$ cat config.mk
export PLATFORM = sky130hd
export DESIGN_NAME = cgra_front
export DESIGN_NICKNAME = d
export VERILOG_FILES = /design/src/hw/rtl/cgra_pkg.sv /design/src/hw/rtl/cgra_front.sv
export SDC_FILE = /design/constraint.sdc
export NUM_CORES = 1
export LEC_CHECK = 0
export BUFFER_PORTS_ARGS = -buffer_cell sky130_fd_sc_hd__buf_4
export CAP_MARGIN = 0
export CORE_AREA = 8 8 90 112
export CTS_CLUSTER_SIZE = 20
export DETAILED_ROUTE_END_ITERATION = 10
export DIE_AREA = 0 0 98 120
export PLACE_DENSITY = 0.76
export SYNTH_ARGS = -nofsm -noshare
export SYNTH_HDL_FRONTEND = slang
export SYNTH_SLANG_ARGS = --single-unit
$ cat constraint.sdc
create_clock -name clk -period 3.8 [get_ports clk]
set_clock_uncertainty 0.1 [all_clocks]
set_input_delay 0.38 -clock clk [delete_from_list [all_inputs] [get_ports clk]]
set_output_delay 0.38 -clock clk [all_outputs]
set_load 0.02 [all_outputs]
$ cat src/hw/rtl/cgra_pkg.sv
package cgra_pkg;

    localparam int unsigned FONT_BYTES_DEF = 528384;
    localparam int unsigned QUEUE_DEPTH    = 2;

    localparam int unsigned ADDR_W = 20;

    localparam logic [2:0] MODE_CODE_HI   = 3'd0;
    localparam logic [2:0] MODE_CODE_LO   = 3'd1;
    localparam logic [2:0] MODE_LINE      = 3'd2;
    localparam logic [2:0] MODE_PAT_WRITE = 3'd3;
    localparam logic [2:0] MODE_PAT_READ  = 3'd4;
    localparam logic [2:0] MODE_PRELOAD   = 3'd5;

    localparam logic CFG_CHIP_LEVEL   = 1'b0;
    localparam logic CFG_DISPLAY_MODE = 1'b1;

    localparam logic [1:0] OP_NONE  = 2'd0;
    localparam logic [1:0] OP_WRITE = 2'd1;
    localparam logic [1:0] OP_READ  = 2'd2;

    localparam logic [ADDR_W-1:0] WIN_IDLE   = 20'h7fff0;
    localparam logic [ADDR_W-1:0] HALF_BASE  = 20'h80000;
    localparam logic [ADDR_W-1:0] HALF_EXTRA = 20'h02000;
    localparam logic [ADDR_W-1:0] LEFT_OFS   = 20'h00800;

    typedef struct packed {
        logic [1:0]        op;
        logic [ADDR_W-1:0] addr;
        logic [7:0]        wdata;
        logic [ADDR_W-1:0] win_low;
        logic [ADDR_W-1:0] win_high;
        logic [7:0]        win_flags;
    } cgra_entry_t;

endpackage

$ cat src/hw/rtl/cgra_front.sv
module cgra_front #(
    parameter int unsigned FONT_BYTES = cgra_pkg::FONT_BYTES_DEF
) (
    input  logic                          clk,
    input  logic                          rst_n,
    input  logic                          cfg_wr,
    input  logic                          cfg_index,
    input  logic [1:0]                    cfg_data,
    input  logic                          start,
    input  logic                          full,
    input  logic [2:0]                    mode,
    input  logic [7:0]                    data,
    input  logic [cgra_pkg::ADDR_W-1:0]   load_address,
    output logic                          push,
    output cgra_pkg::cgra_entry_t         entry
);
    import cgra_pkg::*;

    localparam logic [ADDR_W:0] FONT_LIM = (ADDR_W+1)'(FONT_BYTES);

    logic [1:0]        chip_level_reg;
    logic              display_mode_reg;
    logic [15:0]       char_code_reg, char_code_next;
    logic [4:0]        line_reg, line_next;
    logic              left_reg, left_next;
    logic [ADDR_W-1:0] win_low_reg, win_low_next;
    logic [ADDR_W-1:0] win_high_reg, win_high_next;
    logic [7:0]        win_flags_reg, win_flags_next;

    logic [ADDR_W-1:0] calc_lo, calc_hi;
    logic              calc_wr;
    logic [6:0]        cls;
    logic [ADDR_W-1:0] base, half_ofs, cur_base, cur_half;
    logic [ADDR_W-1:0] mem_addr;
    logic [1:0]        mem_op;
    logic              in_range;

    assign push = start && !full;

    // window from the updated code and line
    always_comb
    begin
        cls      = char_code_next[6:0];
        base     = {1'b0, char_code_next[14:8], 1'b0, char_code_next[6:0], 4'h0};
        half_ofs = left_next ? LEFT_OFS : '0;
        calc_lo  = WIN_IDLE;
        calc_hi  = WIN_IDLE;
        calc_wr  = 1'b0;
        if (chip_level_reg >= 2'd2)
        begin
            if (char_code_next[15:8] == 8'h00)
            begin
                calc_hi = HALF_BASE + {8'h00, char_code_next[7:0], 4'h0};
                if (!display_mode_reg)
                begin
                    calc_hi = calc_hi + HALF_EXTRA;
                end
            end
            else if (cls == 7'h56 || cls == 7'h57)
            begin
                calc_wr = 1'b1;
                calc_hi = base + half_ofs;
            end
            else if (cls >= 7'h09 && cls < 7'h0c)
            begin
                calc_hi = left_next ? WIN_IDLE : base;
            end
            else if ((cls >= 7'h0c && cls < 7'h10) || (cls >= 7'h58 && cls < 7'h60))
            begin
                calc_hi = base + half_ofs;
            end
            else
            begin
                calc_lo = base;
                calc_hi = base + LEFT_OFS;
            end
        end
    end

    always_comb
    begin
        char_code_next = char_code_reg;
        line_next      = line_reg;
        left_next      = left_reg;
        win_low_next   = win_low_reg;
        win_high_next  = win_high_reg;
        win_flags_next = win_flags_reg;
        mem_op         = OP_NONE;
        mem_addr       = load_address;
        cur_base       = {1'b0, char_code_reg[14:8], 1'b0, char_code_reg[6:0], 4'h0};
        cur_half       = left_reg ? LEFT_OFS : '0;
        case (mode)
            MODE_CODE_HI:
            begin
                char_code_next = {data, char_code_reg[7:0]};
            end
            MODE_CODE_LO:
            begin
                char_code_next = {char_code_reg[15:8], data};
            end
            MODE_LINE:
            begin
                line_next = data[4:0];
                left_next = !data[5];
            end
            MODE_PAT_WRITE:
            begin
                if (char_code_reg[6:1] == 6'b101011)
                begin
                    mem_op               = OP_WRITE;
                    mem_addr             = cur_base + cur_half + {16'h0000, line_reg[3:0]};
                    win_flags_next[7]    = 1'b1;
                end
            end
            MODE_PAT_READ:
            begin
                if (char_code_reg[7:0] >= 8'h09 && char_code_reg[7:0] < 8'h0c)
                begin
                    if (!left_reg)
                    begin
                        mem_op   = OP_READ;
                        mem_addr = cur_base + {16'h0000, line_reg[3:0]};
                    end
                end
                else if (char_code_reg[15:8] != 8'h00)
                begin
                    mem_op   = OP_READ;
                    mem_addr = cur_base + cur_half + {16'h0000, line_reg[3:0]};
                end
                else if (!line_reg[4])
                begin
                    mem_op   = OP_READ;
                    mem_addr = HALF_BASE + {8'h00, char_code_reg[7:0], 4'h0}
                               + {15'h0000, line_reg};
                end
            end
            MODE_PRELOAD:
            begin
                mem_op = OP_WRITE;
            end
            default:
            begin
            end
        endcase
        if (mode == MODE_CODE_HI || mode == MODE_CODE_LO || mode == MODE_LINE)
        begin
            win_low_next      = calc_lo;
            win_high_next     = calc_hi;
            win_flags_next[0] = calc_wr;
        end
    end

    assign in_range = {1'b0, mem_addr} < FONT_LIM;

    always_comb
    begin
        entry.op        = in_range ? mem_op : OP_NONE;
        entry.addr      = mem_addr;
        entry.wdata     = data;
        entry.win_low   = win_low_next;
        entry.win_high  = win_high_next;
        entry.win_flags = win_flags_next;
    end

    always_ff @(posedge clk or negedge rst_n)
    begin
        if (!rst_n)
        begin
            chip_level_reg   <= '0;
            display_mode_reg <= 1'b0;
        end
        else if (cfg_wr)
        begin
            case (cfg_index)
                CFG_CHIP_LEVEL:   chip_level_reg   <= cfg_data;
                CFG_DISPLAY_MODE: display_mode_reg <= cfg_data[0];
                default:          chip_level_reg   <= chip_level_reg;
            endcase
        end
    end

    always_ff @(posedge clk or negedge rst_n)
    begin
        if (!rst_n)
        begin
            char_code_reg <= '0;
            line_reg      <= '0;
            left_reg      <= 1'b0;
            win_low_reg   <= WIN_IDLE;
            win_high_reg  <= WIN_IDLE;
            win_flags_reg <= '0;
        end
        else if (push)
        begin
            char_code_reg <= char_code_next;
            line_reg      <= line_next;
            left_reg      <= left_next;
            win_low_reg   <= win_low_next;
            win_high_reg  <= win_high_next;
            win_flags_reg <= win_flags_next;
        end
    end

endmodule

## Word level (Yosys, flattened, before mapping)

Index checks and enable logic that the tools add are counted.

- Bits in registers: 67
- Memories: 0
- Output and inout bits: 79
- Bits in read-only memories: 0
- Latch bits: 0
- Word-level logic and storage cells: 90
- Memory bits (writable): 0

- Muxes and demuxes: 37
- Shift operators: 0
- Bitwise logic cells: 1
- Divide/modulo/power cells: 0
- $mul: 0
- $add $sub $neg: 9
- Eq/ne operators: 8
- $lt $le $gt $ge: 10
- Reduce and logical (&&, ||, !) cells: 17

Operators with widths:

| cell | count |
|---|---|
| 2-to-1 mux 20 bit | 14 |
| 2-to-1 mux 19 bit | 5 |
| adder 19 x 12 -> 20 bit | 2 |
| adder 20 x 12 -> 20 bit, first input constant | 2 |
| case mux 20 bit (2 select lines) | 1 |
| case mux 16 bit (2 select lines) | 1 |
| 2-to-1 mux 12 bit | 2 |
| adder 19 x 12 -> 20 bit, second input constant | 1 |
| adder 19 x 4 -> 20 bit | 1 |
| adder 20 x 14 -> 20 bit, second input constant | 1 |
| adder 20 x 4 -> 20 bit | 1 |
| adder 20 x 5 -> 20 bit | 1 |
| less-than comparator 20 bit, second input constant | 1 |
| equality test 7 bit, second input constant | 2 |
| >= comparator 7 x 4 -> 1 bit, second input constant | 2 |
| 2-to-1 mux 2 bit | 5 |
| >= comparator 8 x 4 -> 1 bit, second input constant | 1 |
| zero test 8 bit | 1 |
| less-than comparator 8 x 4 -> 1 bit, second input constant | 1 |
| 2-to-1 mux 1 bit | 8 |
| nonzero test 8 bit | 1 |
| >= comparator 7 bit, second input constant | 1 |
| less-than comparator 7 x 4 -> 1 bit, second input constant | 1 |
| less-than comparator 7 x 5 -> 1 bit, second input constant | 1 |
| 13 further kinds | 25 |

## Depth between registers and ports, before layout

Gate-level depths: netlist of run 1.

- Depth after elaboration: 11
- Mapped depth: 9
- Gate-level depth less buffers: 8

## Least setup slack after synthesis of run 1

No wires, ideal clock.

- Path type: register -> output
- From: register line_reg[4]
- To: output port entry[76] (netlist name)
- Required time: 3320 ps
- Data arrival time: 2608 ps
- Slack: 712 ps
- Path buffers: 1
- Stages on the path, launching flop included: 10
- Path through: dfrtp_1 -> clkbuf_1 -> and2_1 -> ha_1 -> and4_1 -> a32o_1 -> a211o_1 -> a222oi_1 -> o311ai_1 -> a21oi_1

RTL lines:

| item | line | text |
|---|---|---|
| start: declaration | cgra_front.sv:24 | `logic [4:0] line_reg, line_next;` |
| start signal: assignment | cgra_front.sv:196 | `line_reg <= line_next;` |
| end: declaration | cgra_front.sv:15 | `output cgra_pkg::cgra_entry_t entry` |

==> metrics, run 1 <==
status finished clean; hold crit path type input pin to async pin; clock root cell clkbuf_8; largest net degree at the start of global routing 67; PD cells 492 nW/µm²; sw frac 37.5%; final hold violations 0; CTS tree yes; minimum clock period ~3.5 ns; total CTS buffers 9; ordered list of cells on the worst path or4_4 > o41ai_4 > a31oi_4 > nor2_2 > mux2_1 > buf_4; reg-to-reg endpoint win_low_reg[14]$_DFFE_PN1P_; area share of and/or/nand/nor cells after synthesis between 20 and 25%; DR pass1 iterations 5; Synth Area in Compound Gates about a fifth; Rows 38; WL/cell 17.8 µm; post-synthesis mux area share about 8.3%; Clk pwr share 21.1%; P_int approximately 0.0016 W; Comb pwr share 37.5%; initial antenna violation count 0; I/O pin cnt ~120; critical path's slowest cell or4_4; worst-skew pair later-pin latency roughly 0.35 ns; share of power burned in registers around 41%; post-synthesis cell area around 4100 µm²; CP Data Required Time ~3.3 ns; Clk pin slew, worst setup/hold paths approximately 0.08 ns; CP peak stage delay 0.61 ns; Primary FF master, synth dfrtp_1; layout cells sized above 1 between 30 and 40%; DR vias 3,860; cell count after synthesis roughly 470; hold_buf cts 0; hold_ws ~0.016 ns; vias per cell approximately 5.8; normalized max-slew margin about a third; vias in the first global route between 3,000 and 4,000; final layout net count 603; synth unique cells 66; Core Region 8420 µm²; CP arrival between 2 and 3 ns; global-route wire length before repair ~20,000 µm; Avg Inst Size Synth a little under 9 µm²; Startpoint Class flop; main combinational cell family by area after synthesis simple AND/OR/NAND/NOR gates; clk sinks 66; detailed placement HPWL 9120 µm; Setup Fix Bufs, Post-CTS 0; post-route ant nets 0; worst slew pin tran just over 1 ns; final wirelength ~12,000 µm; Slew Viols, Final 0; critical path peak fanout 14; Final Setup Violations 0; GRT overflow 0; Adder-Cell Fraction of Synth Area less than 1%; number of synthesized flops with an enable pin 0; IO Port Bufs 111; Die ar. roughly 12,000 µm²; Starting Density slightly below 50%; crit path capture type output port; peak supply drop around 0.00036 V; die height ~120 µm; XOR/XNOR share of the synthesized area 0%; Switching Power 0.000940 W; r2r setup slk around 1.5 ns; Max Fclk approximately 290 MHz; total inserted antenna cells 0; Tcrit/Tclk final between 90% and 100%; Die Width a little under 100 µm; Yosys warning total 0; worst reg2reg path depth 7; Setup Crit Path Kind flop to output port; ys async rst share 100%; leakage power 2.30 nW; P&R area growth vs syn 24.8%; clk buf depth 2; Tot GR Track Use 20.8%; Yosys reg bits 66; # H-tree levels 3; register area share after synthesis 41.4%; GPL Wtd Cong between 0.8 and 0.9; # DRC 0; RSZ-0062 raised after global routing false; total of max-cap violations 0; TNS Setup 0 ns; PostCTS Resize Cnt 0; worst reg2reg startpoint char_code_reg[0]$_DFFE_PN0P_; drt initial violations approximately 210
-- synthesized netlist by cell type, types with 3 or more instances --
master / number / area (µm²)
mux2_1: 3 / 33.8
dfstp_2: 30 / 788
nor3b_1: 4 / 30.0
o21ai_0: 23 / 115
nor3_1: 5 / 25.0
buf_4: 17 / 128
nor4_1: 3 / 18.8
nand2b_1: 7 / 43.8
nand3_1: 3 / 15.0
a21o_1: 4 / 30.0
or4_1: 3 / 22.5
buf_2: 8 / 40.0
a22o_1: 7 / 61.3
nor2b_1: 3 / 18.8
a21oi_1: 64 / 320
mux2_2: 11 / 124
inv_1: 7 / 26.3
nand2_1: 35 / 131
dfrtp_1: 36 / 901
nor2_1: 77 / 289
o21ai_1: 3 / 15.0
a31oi_1: 5 / 31.3
and2_1: 21 / 131
mux2i_1: 18 / 180
clkbuf_1: 16 / 60.1
-- per-stage QoR --
stage | util [%] | worst slack, ns | std cells | power, W | instance area (µm²)
2_1_floorplan | - | 0.712 | 470 | 0.00162 | 4100
3_3_place_gp | 58.4 | 0.774 | 652 | 0.00196 | 4920
3_5_place_dp | 58.4 | 0.701 | 652 | 0.00199 | 4920
4_1_cts | 60.5 | 0.296 | 668 | 0.00252 | 5090
5_1_grt | 60.5 | 0.0605 | 668 | 0.00266 | 5090
6_report | 60.5 | 0.331 | 668 | 0.00250 | 5090
-- final cells by class --
type	count	area, µm²
fillers	766	3320
multi-input cells	353	2130
flip-flops and latches	66	1690
repair buffers	125	938
clock buffers	13	159
well taps	100	125
inverters	8	30.0
clock inverters	3	15.0
-- placed cells by master (no fill, tap or decap), types with 18 or more instances in the layout --
master   netlist  final
o21ai_0       23     23
mux2i_1       18     18
nor2_1        77     76
and2_1        21     21
dfstp_2       30     30
a21oi_1       64     63
buf_4         17    125
dfrtp_1       36     36
nand2_1       35     35
-- layer usage --
| metal | GRT usage (%) | vias to the layer above | wire, µm |
|---|---|---|---|
| met2 | 35.1 | 137 | 6130 |
| met5 | 0 | - | 0 |
| li1 | - | 1811 | - |
| met4 | 11.2 | 0 | 432 |
| met3 | 4.81 | 29 | 622 |
| met1 | 23.8 | 1883 | 4730 |
-- power by group through the flow --
stage	sequential, W	combinational, W	clock, W
final	0.00104	0.000938	0.000530
after global routing	0.00106	0.00103	0.000575
after CTS	0.00104	0.000945	0.000540
after detailed placement	0.00105	0.000941	0
after global placement	0.00104	0.000926	0
after floorplan	0.000993	0.000628	0
-- how the worst max path moves through the flow --
stage | start | cells past startpoint | to
global route | char_code_reg[0]$_DFFE_PN0P_ | 9 | entry[76]
floorplan | line_reg[4]$_DFFE_PN0P_ | 9 | entry[76]
CTS | char_code_reg[6]$_DFFE_PN0P_ | 6 | entry[59]
global placement | char_code_reg[6]$_DFFE_PN0P_ | 6 | entry[60]
detailed placement | char_code_reg[6]$_DFFE_PN0P_ | 6 | entry[59]
finish | char_code_reg[6]$_DFFE_PN0P_ | 6 | entry[59]
-- critical path, delay by kind of cell (launching register included) --
family / cells / cell delay [ns]
AOI/OAI and AO/OA: 2 / 0.48
buffers and inverters: 1 / 0.16
muxes: 1 / 0.38
and+or+nand+nor: 2 / 1.11
DFF: 1 / 0.49
-- logic make-up (layout without fill, tap and decap cells) --
family,after synthesis,count (layout)
and+or+nand+nor,179,179
AOI/OAI and AO/OA,135,135
DFF,66,66
buffers and inverters,51,149
muxes,32,32
adders and majority gates,1,1
other,1,6
No activity file was read; power rests on OpenSTA's default activity.
==> run 2, diff against run 1 <==
Settings changed: MAX_ROUTING_LAYER from default to met4.
==> metrics, run 2 (same netlist as run 1, synthesis figures left out) <==
PD cells 512 nW/µm² (+4.0%); r2r setup slk 1.45 ns (-0.06 ns); total CTS buffers 9 (unchanged); final wirelength 12,200 µm (+2.5%); Tcrit/Tclk final 91.9% (+0.63 points); die height 120 µm (unchanged); WL/cell 18.3 µm (+2.6%); post-route ant nets 0 (unchanged); Slew Viols, Final 0 (unchanged); hold crit path type input pin to async pin; sw frac 36.2% (-1.3 points); GRT overflow 0 (unchanged); Setup Crit Path Kind flop to output port; GPL Wtd Cong 0.923 (+8.3%); P&R area growth vs syn 25.7%; clock root cell clkbuf_8; detailed placement HPWL 9090 µm (-0.31%); CP Data Required Time 3.32 ns (about the same); worst-skew pair later-pin latency 0.35 ns (about the same); layout cells sized above 1 34.4% (+0.24 points); IO Port Bufs 111 (unchanged); commonest non-fill, non-tap cell in the layout buf_4; final hold violations 0 (unchanged); hold_buf cts 0 (unchanged); worst reg2reg startpoint char_code_reg[11]$_DFFE_PN0P_; I/O pin cnt 118 (unchanged); # DRC 0 (unchanged); minimum clock period 3.49 ns (+0.0240 ns); total inserted antenna cells 0 (unchanged); reg-to-reg endpoint win_high_reg[15]$_DFFE_PN1P_; largest net degree at the start of global routing 67 (unchanged); vias per cell 5.78 (about the same); critical path peak fanout 14 (unchanged); Setup Fix Bufs, Post-CTS 0 (unchanged); status finished clean; CTS tree yes; Comb pwr share 35.6% (-1.9 points); worst slew pin tran 0.991 ns (-0.0305 ns); Core Region 8420 µm² (unchanged); Switching Power 0.000950 W (+1.0%); final layout net count 602 (-0.17%); drt initial violations 196 (-5.3%); RSZ-0062 raised after global routing false; Die Width 98 µm (unchanged); vias in the first global route 3,853 (-2.5%); P_int 0.00167 W (+7.0%); PostCTS Resize Cnt 0 (unchanged); Core Util, Final 60.9% (+0.43 points); total of max-cap violations 0 (unchanged); clk buf depth 2 (unchanged); Tot GR Track Use 21.3% (+0.58 points); normalized max-slew margin 34.0% (+2.0 points); global-route wire length before repair 19,600 µm (-1.3%); clk sinks 66 (unchanged); initial antenna violation count 0 (unchanged); Clk pin slew, worst setup/hold paths 0.07 ns (about the same); leakage power 2.32 nW (+0.80%); Startpoint Class flop; Max Fclk 286 MHz (-0.69%); Rows 38 (unchanged); DR vias 3,857 (-0.078%); Starting Density 48.5% (unchanged); share of power burned in registers 39.7% (-1.7 points); worst reg2reg path depth 7 (unchanged); commonest cells after routing, fill and taps aside buf_4, nor2_1, a21oi_1, dfrtp_1, nand2_1; Clk pwr share 24.7% (+3.6 points); Total Power 0.00262 W (+4.7%); peak supply drop 0.000406 V (+13%); Die ar. 11,800 µm² (unchanged); TNS Setup 0 ns (unchanged); fillers 751 (-2.0%); CP arrival 3.01 ns (+0.02 ns); # H-tree levels 3 (unchanged); hold_ws 0.0184 ns (+0.00288 ns); Final Setup Violations 0 (unchanged); DR pass1 iterations 5 (unchanged); crit path capture type output port
==> run 2: cell count changes in the layout (fill, tap and decap cells not counted) <==
cell / previous run / this run
bufinv_16: 0 / 2
clkbuf_1: 2 / 0
buf_4: 125 / 124
clkbuf_8: 11 / 10
clkinv_2: 3 / 4
==> run 2: layout make-up <==
cell class	instances	area, µm²	area share (%)
clock buffers	10	138	2.68
clock inverters	6	80.1	1.56
inverters	8	30.0	0.586
multi-input cells	353	2130	41.6
flip-flops and latches	66	1690	32.9
well taps	100	125	2.44
repair buffers	124	931	18.2
==> run 2: critical path: stages, from the launching register on <==
cell	delay, ns
dfrtp_1	0.50
or4_4	0.61
o41ai_4	0.39
a31oi_4	0.09
nor2_2	0.52
mux2_1	0.39
buf_4	0.16
==> run 2: per-layer routing <==
metal  global-route usage, %  up-vias  share of wire (%)
met3                    5.21       32                6.1
met1                    22.6     1858                 39
met2                    36.4      149                 52
met5                       -        -                  0
met4                    10.9        0                3.0
li1                        -     1818                  -
==> run 2: power groups by stage <==
stage                     Combinational, W  Sequential (W)  Clock [W]
after floorplan                   0.000628        0.000993          0
after global placement            0.000916         0.00104          0
after detailed placement          0.000932         0.00105          0
after CTS                         0.000939         0.00104   0.000662
after global routing               0.00102         0.00106   0.000691
final                             0.000934         0.00104   0.000648
==> run 2: how the worst max path moves through the flow <==
stage	to	cells after the start	startpoint
after detailed placement	entry[59]	6	char_code_reg[6]$_DFFE_PN0P_
final	entry[59]	6	char_code_reg[6]$_DFFE_PN0P_
after floorplan	entry[76]	9	line_reg[4]$_DFFE_PN0P_
after global routing	entry[76]	9	line_reg[4]$_DFFE_PN0P_
after CTS	entry[59]	6	char_code_reg[6]$_DFFE_PN0P_
after global placement	entry[60]	6	char_code_reg[6]$_DFFE_PN0P_
==> run 2: stage by stage <==
stage / setup slack (ns) / instances / cell area, µm²
floorplan: 0.712 / 470 / 4100
global placement: 0.733 / 651 / 4910
detailed placement: 0.693 / 651 / 4910
CTS: 0.284 / 667 / 5130
global route: 0.0619 / 667 / 5130
finish: 0.307 / 667 / 5130
