## src/hw/rtl/cgra_pkg.sv

```systemverilog
package cgra_pkg;

    localparam int unsigned FONT_BYTES_DEF = 528384;
    localparam int unsigned QUEUE_DEPTH    = 2;

    localparam int unsigned ADDR_W = 20;

    localparam logic [2:0] MODE_CODE_HI   = 3'd0;
    localparam logic [2:0] MODE_CODE_LO   = 3'd1;
    localparam logic [2:0] MODE_LINE      = 3'd2;
    localparam logic [2:0] MODE_PAT_WRITE = 3'd3;
    localparam logic [2:0] MODE_PAT_READ  = 3'd4;
    localparam logic [2:0] MODE_PRELOAD   = 3'd5;

    localparam logic CFG_CHIP_LEVEL   = 1'b0;
    localparam logic CFG_DISPLAY_MODE = 1'b1;

    localparam logic [1:0] OP_NONE  = 2'd0;
    localparam logic [1:0] OP_WRITE = 2'd1;
    localparam logic [1:0] OP_READ  = 2'd2;

    localparam logic [ADDR_W-1:0] WIN_IDLE   = 20'h7fff0;
    localparam logic [ADDR_W-1:0] HALF_BASE  = 20'h80000;
    localparam logic [ADDR_W-1:0] HALF_EXTRA = 20'h02000;
    localparam logic [ADDR_W-1:0] LEFT_OFS   = 20'h00800;

    typedef struct packed {
        logic [1:0]        op;
        logic [ADDR_W-1:0] addr;
        logic [7:0]        wdata;
        logic [ADDR_W-1:0] win_low;
        logic [ADDR_W-1:0] win_high;
        logic [7:0]        win_flags;
    } cgra_entry_t;

endpackage

```

## src/hw/rtl/cgra_queue.sv

```systemverilog
module cgra_queue #(
    parameter int unsigned DEPTH = cgra_pkg::QUEUE_DEPTH
) (
    input  logic                  clk,
    input  logic                  rst_n,
    input  logic                  push,
    input  cgra_pkg::cgra_entry_t push_entry,
    input  logic                  pop,
    output logic                  full,
    output logic                  empty,
    output cgra_pkg::cgra_entry_t head
);
    import cgra_pkg::*;

    localparam int unsigned PTR_W = (DEPTH > 1) ? $clog2(DEPTH) : 1;
    localparam int unsigned CNT_W = $clog2(DEPTH + 1);

    cgra_entry_t        slots_reg [DEPTH];
    logic [PTR_W-1:0]   wr_ptr_reg, wr_ptr_next;
    logic [PTR_W-1:0]   rd_ptr_reg, rd_ptr_next;
    logic [CNT_W-1:0]   count_reg, count_next;
    logic               do_pop;

    assign full   = (count_reg == CNT_W'(DEPTH));
    assign empty  = (count_reg == '0);
    assign head   = slots_reg[rd_ptr_reg];
    assign do_pop = pop && !empty;

    always_comb
    begin
        wr_ptr_next = wr_ptr_reg;
        rd_ptr_next = rd_ptr_reg;
        count_next  = count_reg;
        if (push)
        begin
            wr_ptr_next = (wr_ptr_reg == PTR_W'(DEPTH - 1)) ? '0 : wr_ptr_reg + 1'b1;
        end
        if (do_pop)
        begin
            rd_ptr_next = (rd_ptr_reg == PTR_W'(DEPTH - 1)) ? '0 : rd_ptr_reg + 1'b1;
        end
        if (push && !do_pop)
        begin
            count_next = count_reg + 1'b1;
        end
        else if (do_pop && !push)
        begin
            count_next = count_reg - 1'b1;
        end
    end

    always_ff @(posedge clk or negedge rst_n)
    begin
        if (!rst_n)
        begin
            wr_ptr_reg <= '0;
            rd_ptr_reg <= '0;
            count_reg  <= '0;
        end
        else
        begin
            wr_ptr_reg <= wr_ptr_next;
            rd_ptr_reg <= rd_ptr_next;
            count_reg  <= count_next;
        end
    end

    always_ff @(posedge clk)
    begin
        if (push)
        begin
            slots_reg[wr_ptr_reg] <= push_entry;
        end
    end

endmodule

```

## config.mk

```make
export PLATFORM = sky130hd
export DESIGN_NAME = cgra_queue
export DESIGN_NICKNAME = d
export VERILOG_FILES = /design/src/hw/rtl/cgra_pkg.sv /design/src/hw/rtl/cgra_queue.sv
export SDC_FILE = /design/constraint.sdc
export NUM_CORES = 1
export LEC_CHECK = 0
export ABC_CLOCK_PERIOD_IN_PS = 13600
export BUFFER_PORTS_ARGS = -buffer_cell sky130_fd_sc_hd__clkbuf_2
export CAP_MARGIN = 20
export CELL_PAD_IN_SITES_DETAIL_PLACEMENT = 1
export CELL_PAD_IN_SITES_GLOBAL_PLACEMENT = 2
export CORE_MARGIN = 2
export CORE_UTILIZATION = 42
export CTS_BUF_LIST = sky130_fd_sc_hd__clkbuf_4 sky130_fd_sc_hd__clkbuf_8
export DETAILED_ROUTE_END_ITERATION = 10
export GPL_TIMING_DRIVEN = 0
export PLACE_DENSITY = 0.87
export SYNTH_ARGS = -nofsm -noshare
export SYNTH_HDL_FRONTEND = slang
export SYNTH_SLANG_ARGS = --single-unit
```

## constraint.sdc

```tcl
create_clock -name clk -period 13.6 [get_ports clk]
set_input_delay 2.72 -clock clk [delete_from_list [all_inputs] [get_ports clk]]
set_output_delay 2.72 -clock clk [all_outputs]
set_load 0.005 [all_outputs]
```

Yosys cells after proc, flatten, opt, wreduce, memory -nomap -nowiden
Memory sizes are Yosys's and may differ from the RTL's.
Cells that the tools add are included.
{"block": "totals", "regBits": 4, "ram_bits": 156, "inputBits": 82, "elab_cells": 23, "mem_count": 1}
{"block": "op_classes", "n_addsub": 4, "n_eq_ne": 1, "n_mux": 6, "n_reduce_logical": 8}
{"memory": "slots_reg", "words": 2, "word_bits": 78, "rd": 1, "rd_clocked_by_memory_dff": 0, "wr": 1, "line_no": "cgra_queue.sv:18", "source": "cgra_entry_t slots_reg [DEPTH];"}
{"operator": "$mux 1", "count": 4}
{"operator": "$mux 2", "count": 2}
{"operator": "$logic_and 1x1->1", "count": 3}
{"operator": "$logic_not 1->1", "count": 3}
{"operator": "$add 1x1->1 const B", "count": 2}
{"operator": "$add 2x1->2 const B", "count": 1}
{"operator": "$eq 2x2->1 const B", "count": 1}
{"operator": "$logic_not 2->1", "count": 1}
{"operator": "$reduce_bool 2->1", "count": 1}
{"operator": "$sub 2x1->2 const B", "count": 1}

Logic depth before layout (Yosys ltp)
Gate-level depths: netlist of run 1.
{"block": "logic_depth", "ltp_word": 6, "mapped_depth": 5, "ltp_nobuf": 5}

Least setup slack after synthesis of run 1
No wires, ideal clock.
{"block": "synth_path", "kind": "in2reg", "startpoint": "input port push", "endpoint": "memory slots_reg[0][0] in the netlist's numbering (enable)", "arrival_time_ns": 6.132, "required_time_ns": 13.076, "slack_ns": 6.943, "path_stages": 1, "cell_sequence": "nor2b_1"}
{"block": "synth_via", "elab_chain_cells": 2}
{"item": "from (decl)", "line_no": "cgra_queue.sv:6", "source": "input logic push,"}
{"item": "$mux 1", "line_no": "cgra_queue.sv:70", "source": "if (push)"}
{"item": "$mux 1 (not written as such)", "line_no": "cgra_queue.sv:72", "source": "slots_reg[wr_ptr_reg] <= push_entry;"}
{"item": "to (decl)", "line_no": "cgra_queue.sv:18"}
Every way passes these cells.

==> results of run 1 <==
==> worst max-delay path: stages (launching register included) <==
cell	delay [ns]
dfrtp_1	0.36
buf_6	0.14
buf_2	0.29
mux2_2	0.37
clkbuf_2	0.13
==> layer usage <==
| layer | vias up | track usage (%) | part of all wire [%] |
|---|---|---|---|
| li1 | 1386 | - | - |
| met1 | 1487 | 17.7 | 40 |
| met2 | 101 | 25.6 | 52 |
| met3 | 23 | 5.71 | 6.4 |
| met4 | 2 | 6.47 | 2.2 |
| met5 | - | 0 | 0.099 |
==> Yosys cell counts <==
master | instances | area (um^2)
edfxtp_1 | 156 | 4680
mux2_2 | 68 | 766
mux2_4 | 10 | 150
buf_2 | 6 | 30.0
dfrtp_1 | 4 | 100
buf_6 | 3 | 33.8
xor2_1 | 3 | 26.3
nor2_1 | 2 | 7.51
nor2b_1 | 2 | 12.5
xnor2_1 | 2 | 17.5
and2_1 | 1 | 6.26
ha_1 | 1 | 12.5
o21ai_0 | 1 | 5.00
==> layout by cell type (no fill, tap or decap), types with 2 or more instances in the layout <==
cell type   count
clkbuf_2      161
clkbuf_8       17
mux2_4         10
xnor2_1         2
buf_6           3
xor2_1          3
clkinvlp_4      3
mux2_2         68
edfxtp_1      156
buf_12          3
dfrtp_1         4
clkinv_2        6
clkbuf_4        3
buf_2           6
nor2_1          2
==> metrics by stage <==
step                power, mW  hold WS, ns
floorplan               0.939        0.455
global placement         1.11        0.469
detailed placement       1.12        0.515
CTS                      1.44        0.533
global route             1.49        0.560
finish                   1.41        0.529
==> logic make-up after synthesis <==
logic type                 Yosys count  share of synthesized area [%]
AOI/OAI and AO/OA                    1                         0.0854
xor gates and xnor gates             5                          0.748
adders and majority gates            1                          0.214
buffers and inverters                9                           1.09
DFF                                160                           81.8
muxes                               78                           15.7
and+or+nand+nor                      5                          0.449
==> layout make-up <==
cell class / count / area (um^2)
buffer: 9 / 63.8
tap: 180 / 225
clock buffer: 20 / 256
timing repair buffer: 164 / 866
sequential: 160 / 4780
clock inverter: 12 / 95.1
fill: 1350 / 6410
multi-input combinational: 90 / 1010
==> how the worst max path moves through the flow <==
stage	start	end	slack [ns]
3_5_place_dp	push	slots_reg[1][56]	9.51
3_3_place_gp	push	slots_reg[0][32]	4.94
2_1_floorplan	push	slots_reg[0][0]	6.94
5_1_grt	rd_ptr_reg	head[35]	9.05
6_report	rd_ptr_reg	head[35]	9.14
4_1_cts	rd_ptr_reg	head[35]	9.09
==> report_power, final <==
group / switching [mW] / leakage (nW) / internal [mW] / total (mW)
clock: 0.164 / 0.180 / 0.148 / 0.312
sequential: 0.0259 / 1.51 / 0.653 / 0.679
combinational: 0.203 / 1.13 / 0.217 / 0.419
==> metrics, run 1 <==
status finished, final reports clean; via count 2999; Post-Route WL 11100 um; count of final setup violators 0; crit path DAT 1.74 ns; Detail Route Antenna Nets 0; clk_lat worst skew 0.44 ns; worst min-delay path class flip-flop to flip-flop; GPL Wtd Cong 0.695; setup ws final 9.14 ns; number of global-route vias before repair 3214; per-cell routed wire length 17.4 um; n_diodes 0; Worst Setup Start Kind flip-flop; Total GRT Usage 15.3%; Largest register FFs 156; Worst slew margin 61.4%; root buffer selected by CTS clkbuf_8; reg-to-reg endpoint slots_reg[1][43]; synthesized net count 342; initial antenna violation count 1; layout cell share with drive strength beyond 1 62.4%; worst hold path depth 1; Core ar. 13700 um^2; sequential fraction of the synthesis area 81.8%; Hold Vio Cnt, Final 0; io pins 162; period utilization 32.8%; final-report max-slew violation count 0; MaxCap Viol Count 0; mapped cell area 5850 um^2; Port-buffer cells 161; Setup TNS 0 ns; R2R Path Start wr_ptr_reg; Ys Warns 0; cts repair resizes 0; CTS sink cnt 160; Nets 525; Cell variety after synth 13; grt ovf 0; CTS clk-pin slew, worst paths 0.09 ns; htree depth 4; postcts setup bufs 0; Power Dens Cells 193 nW/um^2; Endpoint, Worst Hold count_reg[1]; final instance area 7300 um^2; die width 122 um; Post-CTS Hold Buffers 0; post-detailed-route via-to-cell ratio 4.72; hold path start count_reg[1]; largest net degree at the start of global routing 41; final core occ 53.2%; non-filler instance count after layout 635; WP data required 10.88 ns; dpl ws 9.51 ns; Area after DPL 6950 um^2; Seq cells post-synth 160; Leakage 2.82 nW; Bufs on Longest Clock Path 2; CTS tree built; CP Capture Type output pin; clk_skew 0.0103 ns; 1st-iter DRT viols 152; half-perimeter wire length after placement 7660 um; reg2reg path depth 2; FF-to-FF setup slack 11.98 ns; Num CTS Buffers 17; post-route minimum period 4.46 ns; Post-Synthesis Cells 259; fmax 0.224 GHz; dpl cells 603; Worst VDD drop 0.104 mV; synthesis-to-finish area growth 24.8%; peak fanout along the critical path 10; die area 14900 um^2; Remaining DRCs 0; Crit Path Class flip-flop to output pin; Initial Util 42.7%; first-pass GRT wire length 16700 um; Pre-antenna DRT Iters 4; worst-margin pin slew 0.579 ns; Avg Cell Area, Syn 22.6 um^2; Placement Rows 43; RSZ-0062 raised after global routing no; Die H 122 um
Power figures use the tool's default switching activity.
==> run 2: changes to the inputs <==
--- a/config.mk
+++ b/config.mk
@@ -5,17 +5,17 @@
 export SDC_FILE = /design/constraint.sdc
 export NUM_CORES = 1
 export LEC_CHECK = 0
-export ABC_CLOCK_PERIOD_IN_PS = 13600
+export ABC_CLOCK_PERIOD_IN_PS = 3900
 export BUFFER_PORTS_ARGS = -buffer_cell sky130_fd_sc_hd__clkbuf_2
 export CAP_MARGIN = 20
 export CELL_PAD_IN_SITES_DETAIL_PLACEMENT = 1
 export CELL_PAD_IN_SITES_GLOBAL_PLACEMENT = 2
 export CORE_MARGIN = 2
-export CORE_UTILIZATION = 42
+export CORE_UTILIZATION = 36
 export CTS_BUF_LIST = sky130_fd_sc_hd__clkbuf_4 sky130_fd_sc_hd__clkbuf_8
 export DETAILED_ROUTE_END_ITERATION = 10
 export GPL_TIMING_DRIVEN = 0
-export PLACE_DENSITY = 0.87
+export PLACE_DENSITY = 0.79
 export SYNTH_ARGS = -nofsm -noshare
 export SYNTH_HDL_FRONTEND = slang
 export SYNTH_SLANG_ARGS = --single-unit
==> constraint.sdc (replaced) <==
create_clock -name clk -period 3.9 [get_ports clk]
set_input_delay 0.78 -clock clk [delete_from_list [all_inputs] [get_ports clk]]
set_output_delay 0.78 -clock clk [all_outputs]
set_load 0.005 [all_outputs]
==> run 2 against run 1 <==
Worst setup slack got worse by 7.8 ns. Flip-flop and latch count unchanged. Cell area is 1.8% higher. Non-clock buffer count did not move. Count of clock-buffer cells in the layout up 1. Total power rose to 3.6 times the previous value. Largest power group unchanged. Routed wire length up 2.8%. Combinational power grew to 3.5 times the previous value. Clock skew grew 0.0031 ns. Sequential power grew to 3.5 times the previous value. Core utilization shrank 6.4 points. Sequential share of layout area decreased by 1.1 points.
==> metrics, run 2 (synthesized netlist as in run 1, its figures left out) <==
Initial Util 36.8% (was 42.7%); CTS sink cnt 160 (unchanged); Nets 525 (unchanged); 1st-iter DRT viols 105 (was 152); Pre-antenna DRT Iters 4 (unchanged); peak fanout along the critical path 10 (unchanged); per-cell routed wire length 17.0 um (was 17.4 um); crit path DAT 1.73 ns (was 1.74 ns); total power 5.13 mW (was 1.41 mW); Setup TNS 0 ns (unchanged); WP data required 3.12 ns (was 10.88 ns); htree depth 4 (unchanged); CP Capture Type output pin (unchanged); RSZ-0062 raised after global routing no (unchanged); status finished, final reports clean (unchanged); Crit Path Class flip-flop to output pin (unchanged); cts repair resizes 0 (unchanged); largest net degree at the start of global routing 43 (was 41); die width 131 um (was 122 um); die area 17300 um^2 (was 14900 um^2); Die H 131 um (was 122 um); non-filler instance count after layout 671 (was 635); period utilization 64.3%; Worst slew margin 54.5% (was 61.4%); root buffer selected by CTS clkbuf_8 (unchanged); GPL Wtd Cong 0.697 (was 0.695); Post-CTS Hold Buffers 0 (unchanged); Remaining DRCs 0 (unchanged); Largest register FFs 156 (unchanged); Area after DPL 7010 um^2 (was 6950 um^2); number of global-route vias before repair 3430 (was 3214); fmax 0.399 GHz; final-report max-slew violation count 0 (unchanged); Num CTS Buffers 17 (unchanged); count of final setup violators 0 (unchanged); CTS tree built (unchanged); grt ovf 0 (unchanged); Bufs on Longest Clock Path 2 (unchanged); Post-Route WL 11400 um (was 11100 um); Leakage 2.86 nW (was 2.82 nW); synthesis-to-finish area growth 27.0% (was 24.8%); Worst VDD drop 0.354 mV (was 0.104 mV); half-perimeter wire length after placement 7840 um (was 7660 um); io pins 162 (unchanged); first-pass GRT wire length 18100 um (was 16700 um); crit-path cells buf_6 -> buf_6 -> buf_6 -> mux2_4 -> clkbuf_2 (was buf_6 -> buf_2 -> mux2_2 -> clkbuf_2); Total GRT Usage 13.8% (was 15.3%); Placement Rows 46 (was 43); FF-to-FF setup slack 2.26 ns (was 11.98 ns); dpl cells 639 (was 603); most frequent cells in the layout clkbuf_2 (161), edfxtp_1 (156), mux2_2 (68) (unchanged); post-route minimum period 2.51 ns; post-detailed-route via-to-cell ratio 4.51 (was 4.72); n_diodes 0 (unchanged); Port-buffer cells 161 (unchanged); clk_lat worst skew 0.44 ns (about the same); layout cell share with drive strength beyond 1 62.4% (unchanged); CTS clk-pin slew, worst paths 0.09 ns (about the same); Power Dens Cells 691 nW/um^2 (was 193 nW/um^2); worst-margin pin slew 0.681 ns (was 0.579 ns); initial antenna violation count 0 (was 1); Detail Route Antenna Nets 0 (unchanged); Worst Setup Start Kind flip-flop (unchanged); worst min-delay path class input pin to async pin (was flip-flop to flip-flop); clk_skew 0.0134 ns (was 0.0103 ns); Hold Vio Cnt, Final 0 (unchanged); max incr delay on CP 0.35 ns (was 0.37 ns); postcts setup bufs 0 (unchanged); via count 3025 (was 2999); most common cell after layout, fill and taps aside clkbuf_2 (unchanged); CP most frequent cell buf_6; Critical Path Slowest Stage Cell dfrtp_1 (was mux2_2); final instance area 7430 um^2 (was 7300 um^2); Core ar. 15900 um^2 (was 13700 um^2); MaxCap Viol Count 0 (unchanged)
run 2: cell types whose count changed in the layout (fill, tap and decap cells not counted):
cell,previous run,this run
clkinv_4,1,2
clkbuf_4,3,4
bufinv_16,1,4
buf_12,3,2
buf_16,0,1
clkinv_2,6,3
clkinvlp_4,3,1
run 2: final cells by class:
class,count,area (um^2)
Fill cell,1564,8450
Tap cell,216,270
Sequential cell,160,4780
Clock inverter,11,164
Clock buffer,21,264
Multi-Input combinational cell,90,1010
Buffer,9,63.8
Timing Repair Buffer,164,873
run 2: critical path, delay by kind of cell (launching register included):
family                 cells  cell delay (ns)
buffers and inverters      4             0.62
DFF                        1             0.35
muxes                      1             0.32
run 2: final timing paths:
kind	startpoint	endpoint	depth (start not counted)
max	rd_ptr_reg	head[39]	5
min	rst_n	count_reg[1]	1
max reg2reg	wr_ptr_reg	slots_reg[0][22]	2
min reg2reg	count_reg[1]	count_reg[1]	1
max in group asynchronous	rst_n	count_reg[0]	1
min in group clk	push_entry[51]	slots_reg[0][51]	1
run 2: power breakdown:
group	switching (mW)	leakage, nW	internal [mW]	total [mW]
clock	0.572	0.219	0.722	1.29
combinational	0.715	1.13	0.759	1.47
sequential	0.0871	1.51	2.28	2.37
run 2: per-stage QoR:
step / hold WS [ns] / setup slack, ns / util [%]
2_1_floorplan: 0.472 / 0.645 / -
3_3_place_gp: 0.486 / -0.669 / 43.6
3_5_place_dp: 0.530 / 1.69 / 44.1
4_1_cts: 0.0815 / 1.31 / 46.8
5_1_grt: 0.0864 / 1.25 / 46.8
6_report: 0.130 / 1.39 / 46.8
run 2: per-layer routing:
metal  vias to the layer above  track usage [%]  routed length, um
met2                       108             23.1               5810
met3                        17             5.67                805
li1                       1391                -                  -
met1                      1509             15.2               4500
met5                         -                0                  0
met4                         0             6.58                263
==> run 3: changes to the inputs <==
--- a/config.mk
+++ b/config.mk
@@ -5,7 +5,7 @@
 export SDC_FILE = /design/constraint.sdc
 export NUM_CORES = 1
 export LEC_CHECK = 0
-export ABC_CLOCK_PERIOD_IN_PS = 3900
+export ABC_CLOCK_PERIOD_IN_PS = 2300
 export BUFFER_PORTS_ARGS = -buffer_cell sky130_fd_sc_hd__clkbuf_2
 export CAP_MARGIN = 20
 export CELL_PAD_IN_SITES_DETAIL_PLACEMENT = 1
==> constraint.sdc (replaced) <==
create_clock -name clk -period 2.3 [get_ports clk]
set_input_delay 0.46 -clock clk [delete_from_list [all_inputs] [get_ports clk]]
set_output_delay 0.46 -clock clk [all_outputs]
set_load 0.005 [all_outputs]
==> run 3 against run 2 <==
Count of clock-buffer cells in the layout fell by 1. Die area did not move. Core utilization fell by 0.26 points. Clock skew fell by 0.0079 ns. Final cell count did not move. Critical path type unchanged.
==> metrics, run 3 (synthesized netlist as in run 1, its figures left out) <==
per-cell routed wire length 17.0 um (about the same); largest net degree at the start of global routing 55 (was 43); fmax 0.461 GHz; non-filler instance count after layout 671 (unchanged); # fillers 1568 (was 1564); die area 17300 um^2 (unchanged); clk_lat worst skew 0.43 ns (was 0.44 ns); worst hold path depth 1; Leakage 2.84 nW (was 2.86 nW); worst min-delay path class input pin to flip-flop (was input pin to async pin); Num CTS Buffers 17 (unchanged); reg2reg path depth 3 (was 2); Endpoint, Worst Hold slots_reg[1][9]; synthesis-to-finish area growth 26.3% (was 27.0%); Multi-input gate area 1010 um^2 (unchanged); first-pass GRT wire length 17900 um (was 18100 um); Placement Rows 46 (unchanged); CTS clk-pin slew, worst paths 0.08 ns (was 0.09 ns); CTS sink cnt 160 (unchanged); WP data required 1.84 ns (was 3.12 ns); reg-to-reg endpoint slots_reg[0][62] (was slots_reg[0][22]); Worst Setup Start Kind flip-flop (unchanged); MaxCap Viol Count 0 (unchanged); status finished, final reports clean (unchanged); RSZ-0062 raised after global routing no (unchanged); Total GRT Usage 13.7% (was 13.8%); io pins 162 (unchanged); Power Dens Cells 1150 nW/um^2 (was 691 nW/um^2); CP most frequent cell buf_6 (unchanged); Initial Util 36.8% (unchanged); Bufs on Longest Clock Path 2 (unchanged); GPL Wtd Cong 0.667 (was 0.697); dpl cells 639 (unchanged); period utilization 94.3%; Port-buffer cells 161 (unchanged); final-report max-slew violation count 0 (unchanged); peak fanout along the critical path 10 (unchanged); Core ar. 15900 um^2 (unchanged); hold path start push_entry[9]; Critical Path Slowest Stage Cell dfrtp_1 (unchanged); layout cell share with drive strength beyond 1 62.4% (unchanged); crit path DAT 1.71 ns (was 1.73 ns); root buffer selected by CTS clkbuf_8 (unchanged); WP buf/inv 4 (unchanged); Seq. cell area 4780 um^2 (unchanged); dpl ws 0.0940 ns (was 1.69 ns); FF-to-FF setup slack 0.39 ns (was 2.26 ns); Pre-antenna DRT Iters 4 (unchanged); htree depth 4 (unchanged); worst-margin pin slew 0.771 ns (was 0.681 ns); most common cell after layout, fill and taps aside clkbuf_2 (unchanged); n_diodes 0 (unchanged); setup ws final 0.130 ns (was 1.39 ns); Remaining DRCs 0 (unchanged); post-detailed-route via-to-cell ratio 4.49 (was 4.51); post-route minimum period 2.17 ns; 1st-iter DRT viols 102 (was 105); Nets 526 (was 525); Hold Vio Cnt, Final 0 (unchanged); initial antenna violation count 0 (unchanged); max incr delay on CP 0.34 ns (was 0.35 ns); total power 8.47 mW (was 5.13 mW); CP Capture Type output pin (unchanged); crit-path cells buf_6 -> buf_6 -> buf_6 -> mux2_4 -> clkbuf_2 (unchanged); grt ovf 0 (unchanged); Worst slew margin 48.5% (was 54.5%); Worst VDD drop 0.550 mV (was 0.354 mV); half-perimeter wire length after placement 7840 um (about the same); most frequent cells in the layout clkbuf_2 (161), edfxtp_1 (156), mux2_2 (68) (unchanged); Final Hold Slack 0.212 ns (was 0.130 ns); CTS tree built (unchanged); Die H 131 um (unchanged); Detail Route Antenna Nets 0 (unchanged); Post-Route WL 11400 um (about the same); Largest register FFs 156 (unchanged); count of final setup violators 0 (unchanged); die width 131 um (unchanged); Crit Path Class flip-flop to output pin (unchanged); critical path's top delay family buffers and inverters (unchanged); number of global-route vias before repair 3450 (was 3430); via count 3015 (was 3025); R2R Path Start wr_ptr_reg (unchanged); clk_skew 0.00546 ns (was 0.0134 ns)
run 3: cell count changes in the layout (fill, tap and decap cells not counted):
cell,delta
clkinv_2,+2
bufinv_16,-2
buf_2,-1
dlygate4sd3_1,+1
clkinvlp_4,+1
clkinv_1,-1
run 3: metal layers:
metal	vias up	GRT usage, %	routed length, um
met5	-	0	0
met4	0	5.37	214
met3	16	5.63	763
met2	105	24.5	6020
met1	1504	14.3	4400
li1	1390	-	-
run 3: where the power goes:
part	switching (mW)	total, mW	internal, mW	leakage, nW
logic	1.21	2.51	1.29	1.14
registers	0.147	4.01	3.86	1.51
clock network	0.965	1.95	0.986	0.192
total	2.32	8.47	6.14	2.84
run 3: final cells by class:
| cell class | instances | area share (%) |
|---|---|---|
| Clock buffer | 20 | 3.47 |
| Tap cell | 216 | 3.66 |
| Timing Repair Buffer | 165 | 11.9 |
| Sequential cell | 160 | 64.7 |
| Clock inverter | 11 | 1.59 |
| Buffer | 9 | 0.897 |
| Multi-Input combinational cell | 90 | 13.7 |
run 3: how the worst max path moves through the flow:
stage | start | end | slack (ns) | cells after the start
2_1_floorplan | push | slots_reg[0][0] | 0.23 | 1
3_3_place_gp | push | slots_reg[0][63] | -0.62 | 2
3_5_place_dp | push | slots_reg[0][63] | 0.09 | 4
4_1_cts | rd_ptr_reg | head[20] | 0.03 | 4
5_1_grt | rd_ptr_reg | head[44] | 0.02 | 5
6_report | rd_ptr_reg | head[44] | 0.13 | 5
run 3: repair_timing:
| action | CTS | global route |
|---|---|---|
| resized for setup | 0 | 1 |
| endpoints found under the hold margin | 4 | 0 |
| setup endpoints to repair | 0 | 5 |
| hold buffers | 1 | 0 |
| buffers inserted | 0 | 0 |
run 3: per-stage QoR:
stage | setup TNS (ns) | area (um^2) | utilization, %
floorplan | 0 | 5860 | -
global placement | -71.31 | 6940 | 43.7
detailed placement | 0 | 7010 | 44.1
CTS | 0 | 7390 | 46.5
global route | 0 | 7390 | 46.5
finish | 0 | 7390 | 46.5
